===== src/rtl/core/onb_pkg.sv =====
// Shared types, constants and sizes for the Oren-Nayar reflectance evaluator.
`default_nettype none
package onb_pkg;

  // Number of cells in the square-root / A-B division row and in the tangent division row.
  localparam int ROOT_STEPS = 16;
  localparam int TERM_STEPS = 30;

  // Pipeline depth up to the output buffer.
  localparam int PIPE_DEPTH = 3 + ROOT_STEPS + 3 + TERM_STEPS + 3;

  // Division cell widths: divisor/remainder and the numerator/quotient shift register.
  localparam int DIV_DW = 36;
  localparam int DIV_NW = 30;
  // Quotient bits produced for A and B.
  localparam int QAB_BITS = 16;

  // Square-root cell widths: radicand, root and partial remainder.
  localparam int SQ_RW = 32;
  localparam int SQ_OW = 16;
  localparam int SQ_MW = 18;

  typedef logic signed [15:0] q14_t;
  typedef logic [15:0]        q15_t;
  typedef logic signed [23:0] refl_t;

  typedef struct packed {
    logic [DIV_DW-1:0] rem;
    logic [DIV_NW-1:0] nq;
    logic [DIV_DW-1:0] den;
  } div_st_t;

  typedef struct packed {
    logic [SQ_MW-1:0] rem;
    logic [SQ_OW-1:0] root;
    logic [SQ_RW-1:0] rad;
  } sqrt_st_t;

  // Scaled constants: 0.57 and 0.09 in Q2.30, 1/pi in Q0.32.
  localparam logic [32:0] K057_Q30   = 33'd612032840;
  localparam logic [32:0] K009_Q30   = 33'd96636764;
  localparam logic [30:0] INV_PI_Q32 = 31'd1367130551;
  localparam logic [31:0] ONE_Q28    = 32'd268435456;
  localparam refl_t       OUT_MAX    = 24'sh7FFFFF;
  localparam refl_t       OUT_MIN    = 24'sh800000;

endpackage
`default_nettype wire


===== src/rtl/core/onb_sqrt_cell.sv =====
// One digit-by-digit integer square-root step: one root bit per cell, registered.
`default_nettype none
module onb_sqrt_cell (
  input  logic              clk,
  input  logic              en,
  input  onb_pkg::sqrt_st_t d,
  output onb_pkg::sqrt_st_t q
);
  import onb_pkg::*;

  logic [SQ_MW+1:0] rem_sh;
  logic [SQ_MW+1:0] trial;
  logic [SQ_MW+1:0] diff;
  logic             fits;

  // Shift in the next two radicand bits and compare with 4*root+1.
  assign rem_sh = {d.rem, d.rad[SQ_RW-1 -: 2]};
  assign trial  = (SQ_MW+2)'({d.root, 2'b01});
  assign diff   = rem_sh - trial;
  assign fits   = (rem_sh >= trial);

  always_ff @(posedge clk) begin
    if (en) begin
      q.rem  <= fits ? diff[SQ_MW-1:0] : rem_sh[SQ_MW-1:0];
      q.root <= {d.root[SQ_OW-2:0], fits};
      q.rad  <= {d.rad[SQ_RW-3:0], 2'b00};
    end
  end
endmodule
`default_nettype wire


===== config.mk =====
export PLATFORM = sky130hd
export DESIGN_NAME = onb_sqrt_cell
export DESIGN_NICKNAME = d
export VERILOG_FILES = /design/src/rtl/core/onb_pkg.sv /design/src/rtl/core/onb_sqrt_cell.sv
export SDC_FILE = /design/constraint.sdc
export NUM_CORES = 1
export LEC_CHECK = 0
export BUFFER_PORTS_ARGS = -buffer_cell sky130_fd_sc_hd__buf_2
export CAP_MARGIN = 20
export CORE_MARGIN = 3
export CORE_UTILIZATION = 40
export DETAILED_ROUTE_END_ITERATION = 16
export GPL_TIMING_DRIVEN = 0
export HOLD_SLACK_MARGIN = 0.06
export PLACE_DENSITY = 0.7
export SLEW_MARGIN = 20
export SYNTH_ARGS = -nofsm -noshare
export SYNTH_HDL_FRONTEND = slang
export SYNTH_SLANG_ARGS = --single-unit

===== constraint.sdc =====
create_clock -name clk -period 2.3 [get_ports clk]
set_clock_uncertainty 0.05 [all_clocks]
set_input_delay 0.23 -clock clk [delete_from_list [all_inputs] [get_ports clk]]
set_output_delay 0.23 -clock clk [all_outputs]
set_load 0.005 [all_outputs]

# --- Word-level counts from Yosys, hierarchy flattened ---
# Cells that the tools add are included.
totals:
  reg_bits: 64
op_classes:
  mux: 1
  add_sub_neg: 1
  order_cmp: 1
op_table:
  columns: ["op", "count"]
  rows:
  - ["greater-or-equal comparator 20 x 18 -> 1 bit", 1]
  - ["2-to-1 mux 18 bit", 1]
  - ["subtractor 18 bit", 1]

# --- Logic depth before layout (Yosys ltp) ---
depth:
  depth_word: 2
  depth_mapped: 11

# --- Worst setup path before layout ---
# Ideal clock, no wire load.
synth_path:
  kind: "input port to flip-flop"
  start: "input port d[39] (netlist name)"
  end: "register q[58] (netlist name) (data pin)"
  path_stages: 11
  t_required_ps: 1990
  setup_time_ps: 260
  setup_slack_ps: 42
  arrival_time_ps: 1949
  path_cell_list: "inv_1 -> ha_1 -> buf_2 -> nand2_1 -> nor2_1 -> nand3_1 -> nor2_1 -> o21ai_2 -> o211ai_4 -> buf_6 -> mux2_2"
synth_between:
  elab_chain_cells: 2
  elab_cells_between_ends: 3
  cone_classes: "1 x add/sub; 1 x order compare; 1 x mux"
synth_lines:
  columns: ["item", "line_no", "text"]
  rows:
  - ["start, declared", "onb_sqrt_cell.sv:6", "input onb_pkg::sqrt_st_t d,"]
  - ["greater-or-equal comparator 20 x 18 -> 1 bit", "onb_sqrt_cell.sv:20", "assign fits = (rem_sh >= trial);"]
  - ["via fits", "onb_sqrt_cell.sv:14", "logic fits;"]
  - ["2-to-1 mux 18 bit", "onb_sqrt_cell.sv:24", "q.rem <= fits ? diff[SQ_MW-1:0] : rem_sh[SQ_MW-1:0];"]
  - ["end, declared", "onb_sqrt_cell.sv:7", "output onb_pkg::sqrt_st_t q"]
# The timed path passes the listed nets, and every way through them passes these cells.
# A chain may end at the register's enable or synchronous reset.

# --- Worst setup path after layout ---
layout_path:
  start: "input port d[47] (netlist name)"
  end: "register q[62] (netlist name) (data pin)"
# The elaborated chain is that of the path after synthesis.

==> impl_metrics.json <==
{
  "outcome": "complete, no violations",
  "yosysMostFrequentCell": "edfxtp_1",
  "num_rows": 31,
  "htree_levels": 3,
  "syn_area_sq_um": 3140,
  "period_share": 0.932,
  "cp_max_fo": 10,
  "clkSlewWorstSetupHoldPaths_ns": 0.07,
  "largest_register_ffs": 64,
  "wl_um": 8170,
  "min_to": "q[64]$_DFFE_PP_",
  "total_power_uw": 3030,
  "initial_core_util": 0.421,
  "die_w_um": 94.6,
  "synth_edf_count": 64,
  "ios": 134,
  "hpwl_um": 5310,
  "ys_seq_area_frac": 0.612,
  "holdPathStages": 2,
  "numCtsBuffers": 9,
  "max_slew_margin": 0.468,
  "syn-instance-count": 230,
  "p_leak_uw": 0.00202,
  "synthFlopType": "edfxtp_1",
  "grt_use_total": 0.180,
  "fmax_mhz": 467,
  "drc": 0,
  "layout-drive-gt1-share": 0.405,
  "synth_warnings": 0,
  "synth_top_area_frac": 0.612,
  "cp-start-kind": "input pin",
  "ir_worst_vdd_v": 0.000263,
  "setup_viol": 0,
  "die_y_um": 94.6,
  "wire_per_inst_um": 15.6,
  "synth_seq_cells": 64,
  "synth_area_leaders": "edfxtp_1 61%, ha_1 7.2%, mux2_2 4.7%",
  "dieArea_sq_um": 8940,
  "regMostFlops": "q",
  "cp.arrival_ns": 2.19,
  "cts_tree": "built",
  "fin_crit_ns": 2.14,
  "critical_path_required_ns": 2.34,
  "setup-tns-final_ns": 0,
  "grt_pass1_vias": 2492,
  "place_ws_ns": -0.395,
  "grt_overflow_total": 0,
  "fin_cells": 524,
  "path_class": "input pin to flop",
  "min_path_type": "input pin to flop",
  "postSynthAreaPerCell_sq_um": 13.6,
  "synth.top_cells.by_count": "64 x edfxtp_1, 20 x inv_1, 18 x ha_1, 15 x a21oi_1, 13 x mux2_2",
  "cap_violations": 0,
  "grt_max_degree": 65,
  "ys_async_sr_fraction": 0,
  "gp_congestion": 0.750,
  "nets": 506,
  "clock_path_buffers": 2,
  "antenna_found_initial": 0,
  "hold_viol_final": 0,
  "finalWorstSetupSlack_ns": 0.157,
  "fin_worst_hold_slack_ns": 0.134,
  "core_area_sq_um": 7450,
  "p_per_area_nw_per_um2": 662,
  "slew_viol_final": 0,
  "synth_cell_type_count": 43,
  "reg.largest.list": "q x64",
  "viasPerCell": 4.82,
  "dp_cells": 461,
  "hp-start": "d[62]",
  "num_antenna_cells": 0,
  "drtAntennaViolNets": 0,
  "syn_to_final_growth_pct": 45.9,
  "drt-pass1-iter-count": 4,
  "vias": 2525,
  "port_buffers": 131,
  "root_buffer": "clkbuf_8",
  "rsz0062_at_grt": "false",
  "synth_area_leader_cell": "edfxtp_1",
  "clock_sinks": 64,
  "crit_path_end_kind": "flop",
  "grt_pass1_wl_um": 12100,
  "worstMarginPinSlew_ns": 0.797,
  "dr.first_iter.drc_count": 122
}
[stage by stage]
step / utilization / cell area (sq um)
global placement: 0.527 / 3920
finish: 0.615 / 4580
global route: 0.615 / 4580
floorplan: - / 3140
CTS: 0.615 / 4580
detailed placement: 0.527 / 3920
[layout make-up]
cell class / count / area [sq um]
buffer: 6 / 40.0
clock buffer: 10 / 128
clock inverter: 6 / 60.1
fill: 619 / 2870
inverter: 20 / 75.1
multi-input combinational: 141 / 1110
sequential: 64 / 1920
tap: 99 / 124
timing repair buffer: 178 / 1120
[metal layers]
| layer | vias to the layer above | global-route usage | share of wire |
|---|---|---|---|
| met5 | - | 0 | 0 |
| met4 | 0 | 0.0685 | 0.016 |
| met3 | 11 | 0.0558 | 0.099 |
| met2 | 102 | 0.327 | 0.50 |
| met1 | 1174 | 0.197 | 0.39 |
| li1 | 1238 | - | - |
[placed cells by master, fill, tap and decap left out, drive strengths merged, types with 2 or more instances in the layout]
cell type / instances
dlygate4sd3: 45
nand2b: 3
xor2: 4
conb: 2
buf: 138
nand2: 12
mux2: 15
ha: 18
nand4: 2
edfxtp: 64
mux2i: 3
a21oi: 15
nor2b: 2
o211ai: 2
a211oi: 3
xnor2: 10
clkbuf: 11
o21ai: 6
a31oi: 3
nand3: 5
nor3: 6
a21o: 2
clkinv: 4
o21a: 6
nor2: 11
inv: 20
[kinds of logic after synthesis]
group	share of synthesized area
AO/OA/AOI/OAI	0.104
XOR/XNOR	0.0391
adder cells (fa/ha/maj)	0.0718
buffers and inverters	0.0367
flip-flops	0.612
multiplexers	0.0634
other	0.00120
AND/OR/NAND/NOR	0.0714
[power breakdown]
part | internal, uW | total, uW | switching, uW
clock | 495 | 928 | 433
combinational | 336 | 646 | 310
sequential | 1430 | 1460 | 28.1
total | 2260 | 3030 | 771
[repair_timing]
| item | 4_1_cts | 5_1_grt |
|---|---|---|
| endpoints found under the hold margin | 45 | 0 |
| endpoints found under the setup margin | 6 | 0 |
| buffers inserted | 2 | 0 |
| gates resized for setup | 1 | 0 |
| hold buffers | 45 | 0 |
[worst max-delay path: stages]
cell	delay (ns)
buf_2	0.08
inv_1	0.04
ha_1	0.37
a2111oi_1	0.79
o211ai_4	0.17
buf_6	0.21
mux2_1	0.30
[worst max path at each step]
stage          startpoint              end  slack (ns)  depth (start not counted)
2_1_floorplan       d[39]  q[58]$_DFFE_PP_        0.04                         11
3_3_place_gp        d[47]  q[62]$_DFFE_PP_       -0.38                          7
3_5_place_dp        d[47]  q[64]$_DFFE_PP_       -0.40                          7
4_1_cts             d[32]  q[60]$_DFFE_PP_        0.19                         11
5_1_grt             d[45]  q[59]$_DFFE_PP_       0.004                         11
6_report            d[47]  q[62]$_DFFE_PP_        0.16                          7
Power figures use the tool's default switching activity.
