$ cat src/rtl/core/onb_pkg.sv
// Shared types, constants and sizes for the Oren-Nayar reflectance evaluator.
`default_nettype none
package onb_pkg;

  // Number of cells in the square-root / A-B division row and in the tangent division row.
  localparam int ROOT_STEPS = 16;
  localparam int TERM_STEPS = 30;

  // Pipeline depth up to the output buffer.
  localparam int PIPE_DEPTH = 3 + ROOT_STEPS + 3 + TERM_STEPS + 3;

  // Division cell widths: divisor/remainder and the numerator/quotient shift register.
  localparam int DIV_DW = 36;
  localparam int DIV_NW = 30;
  // Quotient bits produced for A and B.
  localparam int QAB_BITS = 16;

  // Square-root cell widths: radicand, root and partial remainder.
  localparam int SQ_RW = 32;
  localparam int SQ_OW = 16;
  localparam int SQ_MW = 18;

  typedef logic signed [15:0] q14_t;
  typedef logic [15:0]        q15_t;
  typedef logic signed [23:0] refl_t;

  typedef struct packed {
    logic [DIV_DW-1:0] rem;
    logic [DIV_NW-1:0] nq;
    logic [DIV_DW-1:0] den;
  } div_st_t;

  typedef struct packed {
    logic [SQ_MW-1:0] rem;
    logic [SQ_OW-1:0] root;
    logic [SQ_RW-1:0] rad;
  } sqrt_st_t;

  // Scaled constants: 0.57 and 0.09 in Q2.30, 1/pi in Q0.32.
  localparam logic [32:0] K057_Q30   = 33'd612032840;
  localparam logic [32:0] K009_Q30   = 33'd96636764;
  localparam logic [30:0] INV_PI_Q32 = 31'd1367130551;
  localparam logic [31:0] ONE_Q28    = 32'd268435456;
  localparam refl_t       OUT_MAX    = 24'sh7FFFFF;
  localparam refl_t       OUT_MIN    = 24'sh800000;

endpackage
`default_nettype wire

$ cat src/rtl/core/onb_div_cell.sv
// One restoring division step: one quotient bit per cell, registered.
`default_nettype none
module onb_div_cell (
  input  logic             clk,
  input  logic             en,
  input  onb_pkg::div_st_t d,
  output onb_pkg::div_st_t q
);
  import onb_pkg::*;

  logic [DIV_DW:0] trial;
  logic [DIV_DW:0] diff;
  logic            fits;

  // Bring down the next numerator bit and try the divisor.
  assign trial = {d.rem, d.nq[DIV_NW-1]};
  assign diff  = trial - {1'b0, d.den};
  assign fits  = (trial >= {1'b0, d.den});

  // The quotient bit enters at the bottom of the numerator shift register.
  always_ff @(posedge clk) begin
    if (en) begin
      q.rem <= fits ? diff[DIV_DW-1:0] : trial[DIV_DW-1:0];
      q.nq  <= {d.nq[DIV_NW-2:0], fits};
      q.den <= d.den;
    end
  end
endmodule
`default_nettype wire

$ cat config.mk
export PLATFORM = sky130hd
export DESIGN_NAME = onb_div_cell
export DESIGN_NICKNAME = d
export VERILOG_FILES = /design/src/rtl/core/onb_pkg.sv /design/src/rtl/core/onb_div_cell.sv
export SDC_FILE = /design/constraint.sdc
export NUM_CORES = 1
export LEC_CHECK = 0
export BUFFER_PORTS_ARGS = -buffer_cell sky130_fd_sc_hd__buf_2
export CORE_MARGIN = 2
export CORE_UTILIZATION = 35
export DETAILED_ROUTE_END_ITERATION = 10
export PLACE_DENSITY = 0.72
export SLEW_MARGIN = 30
export SYNTH_ARGS = -nofsm -noshare
export SYNTH_HDL_FRONTEND = slang
export SYNTH_SLANG_ARGS = --single-unit
$ cat constraint.sdc
create_clock -name clk -period 5.6 [get_ports clk]
set_clock_uncertainty 0.1 [all_clocks]
set_input_delay 0.28 -clock clk [delete_from_list [all_inputs] [get_ports clk]]
set_output_delay 0.28 -clock clk [all_outputs]
set_load 0.05 [all_outputs]
# Word level (Yosys, flattened, before mapping)
# Index checks and enable logic that the tools add are counted.
# op_classes
magnitude_cmp	1
addsub	1
n_mux	1
# ops
cell	count
$ge 37x36->1	1
$mux 36	1
$sub 36x36->36	1
# totals
inputBits	104
reg_bits	102
elab_cells	6

# Logic depth before layout (Yosys ltp)
# Gate-level depths: netlist of the first run.
# logic_depth
word_depth	2
ltp_mapped	14
ltp_nobuf	12

# Worst setup path before layout of the first run
# Ideal clock, no wire load.
# synth_timing
kind	in2reg
start	input port d[6] (netlist name)
end	register q[87] (netlist name), data pin
n_path_buf	1
arrival_ps	2371
setup_slack_ps	2872
cell_stages	13
required_time_ps	5242
path_cell_list	inv_1 ha_1 a211oi_2 o21bai_2 o21ba_2 a21bo_1 a21bo_4 a21oi_4 o41a_1 inv_2 buf_6 nor2_1 a21oi_1
# synth_via
elab_chain_cells	2
elab_cells_between_ends	3
# synth_lines
element	line	rtl
start: declaration	onb_div_cell.sv:6	input onb_pkg::div_st_t d,
$sub 36x36->36 / $ge 37x36->1 (equally long branches)	onb_div_cell.sv:17, onb_div_cell.sv:18	
$mux 36 (*)	onb_div_cell.sv:23	q.rem <= fits ? diff[DIV_DW-1:0] : trial[DIV_DW-1:0];
end: declaration	onb_div_cell.sv:7	output onb_pkg::div_st_t q
# Mark *: on every way between the ends. The rest lies on a longest branch, timed or not.
# A chain may end at the register's enable or synchronous reset.

# Worst setup path in the final report of the first run
# layout_timing
start	input port d[3] (netlist name)
end	register q[71] (netlist name), data pin
# The elaborated chain is that of the path after synthesis.

==> load_flow_metrics.sql, run 1 <==
INSERT INTO impl_metrics (metric_group, metric, value, unit) VALUES
('outcome', 'outcome', 'finished clean', ''),
('worst_setup_path', 'critPathTopFamily', 'buffers and inverters', ''),
('synth', 'yosys_most_used_dff', 'sky130_fd_sc_hd__edfxtp_1', ''),
('layout', 'utilization', '0.479', ''),
('synth', 'async_flop_share', '0', ''),
('synth', 'synth-edff-count', '102', ''),
('sta', 'setup-tns-final', '0', 'ns'),
('floorplan', 'floorplan.initialDensity', '0.362', ''),
('sta', 'worst_slew_pin_slew', '0.714', 'ns'),
('synth', 'share_of_yosys_cell_area_claimed_by_the_top_area_cell_type', '0.553', ''),
('detailed_routing', 'route.final.wire_length', '14100', 'um'),
('grt', 'grt_first_pass_wirelength', '21400', 'um'),
('power', 'power.density_cell_area', '318', 'nW/um^2'),
('floorplan', 'core_area', '15300', 'um^2'),
('sta', 'relSlewSlack', '0.524', ''),
('run', 'max_cap_violations', '0', ''),
('worst_setup_path', 'critPathKind', 'in -> reg', ''),
('floorplan', 'core.rowCount', '45', ''),
('worst_setup_path', 'crit_path_cell_trace', 'dlygate4sd3_1 -> buf_2 -> inv_1 -> ha_1 -> nand3_1 -> o21bai_1 -> nand3b_1 -> a21bo_1 -> a21bo_4 -> a21oi_4 -> o41a_1 -> inv_2 -> a21oi_1', ''),
('clock_network', 'cts.path.max_buffers', '2', ''),
('clock_network', 'clock_tree_from_tritoncts', 'built', ''),
('power', 'power.leakage', '3.28', 'nW'),
('placement', 'dpl_wire_length', '10600', 'um'),
('clock_network', 'path_clk_slew', '0.07', 'ns'),
('layout', 'drive_gt1_frac', '0.325', ''),
('synth', 'postSynthAreaPerCell', '11.5', 'um^2'),
('floorplan', 'floorplan.die.width', '130', 'um'),
('layout', 'nets', '857', ''),
('detailed_routing', 'vias', '4412', ''),
('clock_network', 'ctsResizeCount', '0', ''),
('layout', 'ff_latch_area', '3060', 'um^2'),
('synth', 'synth.yosys.seq_area_share', '0.553', ''),
('sta', 'fin_crit_sh', '0.593', ''),
('synth', 'yosysWarningCount', '0', ''),
('worst_setup_path', 'crit_path_max_incr_delay', '0.53', 'ns'),
('layout', 'largest_reg_flops', '102', ''),
('floorplan', 'design.die.area', '16800', 'um^2'),
('worst_setup_path', 'critical_path.n_buffers_inverters', '4', ''),
('grt', 'grtUsageTotal', '0.164', ''),
('clock_network', 'tritoncts.num_buffers', '9', ''),
('sta', 'final_period_minus_worst_setup_slack', '3.32', 'ns'),
('layout', 'largest-register', 'q', ''),
('worst_setup_path', 'crit_path_start_kind', 'input pin', ''),
('placement', 'placement.cell_area', '6740', 'um^2'),
('worst_setup_path', 'timing.critical_path.required', '5.57', 'ns'),
('synth', 'synth.largest_area_cell', 'sky130_fd_sc_hd__edfxtp_1', ''),
('clock_network', 'cell_at_the_root_of_the_clock_tree', 'sky130_fd_sc_hd__clkbuf_16', ''),
('clock_network', 'cts.hold.buffers_added', '29', ''),
('layout', 'multi_input_logic_area', '2210', 'um^2'),
('sta', 'final-max-slew-violation-count', '0', ''),
('detailed_routing', 'antenna_left', '0', ''),
('detailed_routing', 'drt_first_iter_violations', '266', ''),
('grt', 'grt_start_max_net_pins', '58', ''),
('layout', 'reg.largest.list', 'q x102', ''),
('worst_setup_path', 'cpMaxStageDelayCell', 'sky130_fd_sc_hd__inv_2', ''),
('layout', 'area.growth.synth_to_final', '32.4', '%'),
('sta', 'max_freq', '301', 'MHz'),
('worst_setup_path', 'worst_ep_arrival_time', '3.29', 'ns'),
('layout', 'n_fill_cell', '1444', ''),
('detailed_routing', 'per_cell_routed_wire_length', '15.1', 'um'),
('grt', 'gr-usage-met1', '0.203', ''),
('worst_setup_path', 'capturing_element_type_of_the_critical_path', 'register', ''),
('grt', 'antenna_found_initial', '3', ''),
('sta', 'finalHoldViolations', '0', ''),
('synth', 'synthesis.area', '5540', 'um^2'),
('sta', 'grt_setup_unrepaired', 'no', ''),
('clock_network', 'cts_sinks', '102', ''),
('grt', 'globalRouteMet2Util', '0.279', ''),
('power', 'peakVddDrop', '0.000124', 'V'),
('power', 'total_power', '0.00234', 'W'),
('synth', 'synth-seq-cells', '102', '');
==> cell usage after synthesis, drive strengths merged, types with 2 or more instances <==
| library cell | count |
|---|---|
| edfxtp | 102 |
| a21oi | 51 |
| inv | 42 |
| ha | 36 |
| nand2 | 36 |
| nor2 | 36 |
| o21ai | 28 |
| a21o | 20 |
| xor2 | 14 |
| xnor2 | 13 |
| nand3 | 10 |
| buf | 9 |
| nor3 | 8 |
| nand4 | 7 |
| o21bai | 7 |
| o21a | 6 |
| clkbuf | 5 |
| o31ai | 5 |
| a21boi | 4 |
| and2 | 4 |
| nor2b | 4 |
| a221oi | 3 |
| nand2b | 3 |
| nand3b | 3 |
| a2111oi | 2 |
| a211oi | 2 |
| a21bo | 2 |
| a31oi | 2 |
| and4 | 2 |
| o211ai | 2 |
| o31a | 2 |
| or3 | 2 |
==> logic make-up (layout without fill, tap and decap cells) <==
group	count (synthesis)	count (layout)	share of synthesized area
AOI/OAI and AO/OA	141	141	0.169
and+or+nand+nor	119	119	0.101
DFF	102	102	0.553
buffers and inverters	56	294	0.0481
adders and majority gates	37	37	0.0850
xor gates and xnor gates	27	27	0.0427
muxes	1	1	0.00181
other	0	2	0
==> power by group <==
part / internal [W] / switching [W]
logic: 0.000214 / 0.000518
clock network: 0.000352 / 0.000293
registers: 0.000940 / 0.0000185
==> layout make-up <==
class                           count  area share
Sequential cell                   102       0.418
Clock inverter                      7      0.0106
Inverter                           42      0.0215
Timing Repair Buffer              236       0.182
Antenna cell                        2    0.000682
Tap cell                          211      0.0360
Clock buffer                        9      0.0307
Multi-Input combinational cell    325       0.301
==> through the flow <==
step / hold WS, ns / instances / setup slack, ns
2_1_floorplan: 0.279 / 483 / 2.87
5_1_grt: 0.00214 / 933 / 2.02
3_3_place_gp: 0.356 / 887 / 2.00
3_5_place_dp: 0.358 / 887 / 2.09
4_1_cts: 0.000801 / 932 / 2.28
6_report: 0.0138 / 934 / 2.28
==> routing by layer <==
layer | up-vias | part of all wire
met5 | - | 0.0013
met4 | 2 | 0.012
met3 | 14 | 0.079
met2 | 157 | 0.47
met1 | 1995 | 0.44
li1 | 2244 | -
==> worst paths after layout <==
path	depth (start not counted)	slack (ns)	endpoint	startpoint
worst max-delay path	13	2.28	q[71]$_DFFE_PP_	d[3]
worst min-delay path	1	0.01	q[32]$_DFFE_PP_	d[32]
==> placed cells by master, fill, tap and decap left out, types with 4 or more instances in the layout <==
cell	count
sky130_fd_sc_hd__o21bai_1	6
sky130_fd_sc_hd__dlygate4sd3_1	29
sky130_fd_sc_hd__nand2_1	36
sky130_fd_sc_hd__a21oi_1	49
sky130_fd_sc_hd__xnor2_1	13
sky130_fd_sc_hd__nor3_1	8
sky130_fd_sc_hd__ha_1	36
sky130_fd_sc_hd__buf_2	204
sky130_fd_sc_hd__a21o_1	20
sky130_fd_sc_hd__xor2_1	14
sky130_fd_sc_hd__nor2b_1	4
sky130_fd_sc_hd__o21ai_0	28
sky130_fd_sc_hd__nand4_1	7
sky130_fd_sc_hd__nand3_1	10
sky130_fd_sc_hd__o21a_1	6
sky130_fd_sc_hd__inv_1	41
sky130_fd_sc_hd__nor2_1	36
sky130_fd_sc_hd__o31ai_1	5
sky130_fd_sc_hd__edfxtp_1	102
sky130_fd_sc_hd__and2_1	4
sky130_fd_sc_hd__clkbuf_16	9
(Power assumes the default switching activity.)
==> run 2: changes to the inputs <==
==> constraint.sdc (replaced) <==
create_clock -name clk -period 3.4 [get_ports clk]
set_clock_uncertainty 0.1 [all_clocks]
set_input_delay 0.17 -clock clk [delete_from_list [all_inputs] [get_ports clk]]
set_output_delay 0.17 -clock clk [all_outputs]
set_load 0.05 [all_outputs]
==> run 2 against run 1 <==
  * Critical path depth increased by 2
  * Die area unchanged
  * Cell area increased by 6.1%
  * Cell count increased by 4.4%
  * Sequential share of layout area decreased by 2.4 points
  * Largest power group unchanged
  * Sequential power increased by 65%
  * Worst hold slack improved by 0.0049 ns
==> load_flow_metrics.sql, run 2 (synthesis gave the netlist of run 1 again) <==
INSERT INTO impl_metrics (metric_group, metric, value, unit) VALUES
('outcome', 'outcome', 'finished clean', ''),
('layout', 'area.growth.synth_to_final', '40.5', '%'),
('floorplan', 'floorplan.initialDensity', '0.362', ''),
('layout', 'final_cell_mix', 'sky130_fd_sc_hd__buf_2, sky130_fd_sc_hd__edfxtp_1, sky130_fd_sc_hd__dlygate4sd3_1', ''),
('detailed_routing', 'per_cell_routed_wire_length', '15.1', 'um'),
('detailed_routing', 'drt_pass_1_iters', '5', ''),
('worst_setup_path', 'crit_path_start_kind', 'input pin', ''),
('clock_network', 'cts.path.max_buffers', '2', ''),
('placement', 'globalplace.congestion', '0.844', ''),
('sta', 'max_freq', '310', 'MHz'),
('placement', 'placement.setup.worst_slack', '0.285', 'ns'),
('grt', 'antenna_found_initial', '2', ''),
('floorplan', 'core.rowCount', '45', ''),
('sta', 'postLayoutSetupSlackWorst', '0.171', 'ns'),
('layout', 'nets', '898', ''),
('sta', 'finalHoldViolations', '0', ''),
('sta', 'finalSetupViolations', '0', ''),
('placement', 'buffer_ports.inserted', '205', ''),
('worst_setup_path', 'critical_path.n_buffers_inverters', '5', ''),
('worst_setup_path', 'crit_path_max_incr_delay', '0.53', 'ns'),
('power', 'power.density_cell_area', '490', 'nW/um^2'),
('worst_setup_path', 'timing.critical_path.required', '3.39', 'ns'),
('clock_network', 'cts_sinks', '102', ''),
('worst_setup_path', 'worst_ep_arrival_time', '3.22', 'ns'),
('detailed_routing', 'drt_first_iter_violations', '275', ''),
('grt', 'grtUsageTotal', '0.170', ''),
('detailed_routing', 'vias', '4590', ''),
('floorplan', 'io_pins', '206', ''),
('sta', 'final_period_minus_worst_setup_slack', '3.23', 'ns'),
('floorplan', 'floorplan.die.width', '130', 'um'),
('detailed_routing', 'antenna_left', '0', ''),
('sta', 'relSlewSlack', '0.595', ''),
('hold_path', 'hold_class', 'in -> reg', ''),
('worst_setup_path', 'crit_path_cell_trace', 'dlygate4sd3_1 -> buf_2 -> inv_1 -> ha_2 -> a211oi_2 -> o21bai_2 -> o21ba_2 -> a21bo_1 -> a21bo_4 -> a21oi_4 -> o41a_1 -> inv_4 -> buf_12 -> nor2_1 -> a21oi_1', ''),
('layout', 'drive_gt1_frac', '0.319', ''),
('placement', 'placement.cell_area', '6780', 'um^2'),
('clock_network', 'tritoncts.num_buffers', '9', ''),
('run', 'max_cap_violations', '0', ''),
('floorplan', 'chipHeight', '130', 'um'),
('clock_network', 'clock_tree_from_tritoncts', 'built', ''),
('clock_network', 'path_clk_slew', '0.07', 'ns'),
('hold_path', 'holdPathStages', '3', ''),
('grt', 'first_global_vias', '4501', ''),
('layout', 'largest_reg_flops', '102', ''),
('layout', 'layout_commonest_cell', 'sky130_fd_sc_hd__buf_2', ''),
('grt', 'grt-ovfl-total', '0', ''),
('floorplan', 'design.die.area', '16800', 'um^2'),
('worst_setup_path', 'critPathKind', 'in -> reg', ''),
('power', 'peakVddDrop', '0.000232', 'V'),
('detailed_routing', 'via_per_inst', '4.71', ''),
('grt', 'grt_first_pass_wirelength', '22300', 'um'),
('worst_setup_path', 'cpMaxStageDelayCell', 'sky130_fd_sc_hd__dlygate4sd3_1', ''),
('power', 'power.leakage', '3.46', 'nW'),
('sta', 'final-max-slew-violation-count', '0', ''),
('grt', 'grt_start_max_net_pins', '60', ''),
('clock_network', 'h-tree-depth', '3', ''),
('layout', 'reg.largest.list', 'q x102', ''),
('detailed_routing', 'detail_route.drc_violations', '0', ''),
('layout', 'largest-register', 'q', ''),
('worst_setup_path', 'max_fo_critical_path', '29', ''),
('sta', 'fin_crit_sh', '0.950', ''),
('worst_setup_path', 'capturing_element_type_of_the_critical_path', 'register', ''),
('hold_path', 'hold_path.startpoint', 'd[69]', ''),
('detailed_routing', 'route.final.wire_length', '14700', 'um'),
('hold_path', 'timing.hold.worst_endpoint', 'q[70]$_DFFE_PP_', ''),
('clock_network', 'cell_at_the_root_of_the_clock_tree', 'sky130_fd_sc_hd__clkbuf_16', ''),
('layout', 'final_area', '7780', 'um^2'),
('worst_setup_path', 'critPathTopFamily', 'compound AO/OA/AOI/OAI gates', ''),
('sta', 'worst_slew_pin_slew', '0.607', 'ns'),
('floorplan', 'core_area', '15300', 'um^2'),
('placement', 'dpl_wire_length', '10900', 'um');
run 2: cell count changes in the layout (fill, tap and decap cells not counted), moves of 2 or more:
cell	delta
sky130_fd_sc_hd__a21oi_2	+3
sky130_fd_sc_hd__a21oi_1	-3
sky130_fd_sc_hd__buf_12	+2
sky130_fd_sc_hd__inv_6	-2
sky130_fd_sc_hd__o21ai_1	+2
sky130_fd_sc_hd__o21ai_0	-2
sky130_fd_sc_hd__dlygate4sd3_1	+37
sky130_fd_sc_hd__clkinv_4	+2
run 2: how the worst max path moves through the flow:
| stage | from | endpoint | slack [ns] | depth (start not counted) |
|---|---|---|---|---|
| 3_3_place_gp | d[29] | q[76]$_DFFE_PP_ | 0.21 | 13 |
| 3_5_place_dp | d[29] | q[76]$_DFFE_PP_ | 0.29 | 13 |
| 5_1_grt | d[30] | q[87]$_DFFE_PP_ | -0.02 | 15 |
| 4_1_cts | d[29] | q[76]$_DFFE_PP_ | 0.09 | 14 |
| 2_1_floorplan | d[6] | q[87]$_DFFE_PP_ | 0.78 | 13 |
| 6_report | d[6] | q[87]$_DFFE_PP_ | 0.17 | 15 |
run 2: area by class of cell:
class / count / area [um^2]
Inverter: 42 / 160
Fill cell: 1433 / 7530
Clock buffer: 10 / 229
Antenna cell: 2 / 5.00
Sequential cell: 102 / 3060
Clock inverter: 6 / 46.3
Tap cell: 211 / 264
Multi-Input combinational cell: 325 / 2250
Timing Repair Buffer: 277 / 1760
run 2: through the flow:
step / instances / TNS, ns / power, W / hold WS (ns) / util
floorplan: 483 / 0 / 0.00249 / 0.169 / -
detailed placement: 890 / 0 / 0.00280 / 0.248 / 0.443
global route: 974 / -0.0218 / 0.00400 / 0.0237 / 0.508
finish: 975 / 0 / 0.00381 / 0.0187 / 0.508
global placement: 890 / 0 / 0.00279 / 0.247 / 0.443
CTS: 972 / 0 / 0.00384 / 0.00279 / 0.504
run 2: what timing repair did:
action | 4_1_cts | 5_1_grt
hold buffers | 66 | 0
resized for setup | 0 | 14
setup endpoints to repair | 0 | 21
setup buffers | 0 | 1
hold endpoints to repair | 66 | 0
run 2: metal layers:
metal  vias to the layer above  routed length [um]  track usage
met5                         -                   0            0
met3                        19                1020       0.0410
li1                       2332                   -            -
met1                      2080                6540        0.215
met4                         0                 255       0.0645
met2                       159                6890        0.284
run 2: report_power, final:
group,total (W),internal [W],leakage (nW),switching (W)
combinational,0.00126,0.000393,2.33,0.000870
sequential,0.00158,0.00155,0.999,0.0000323
clock,0.000970,0.000501,0.131,0.000469
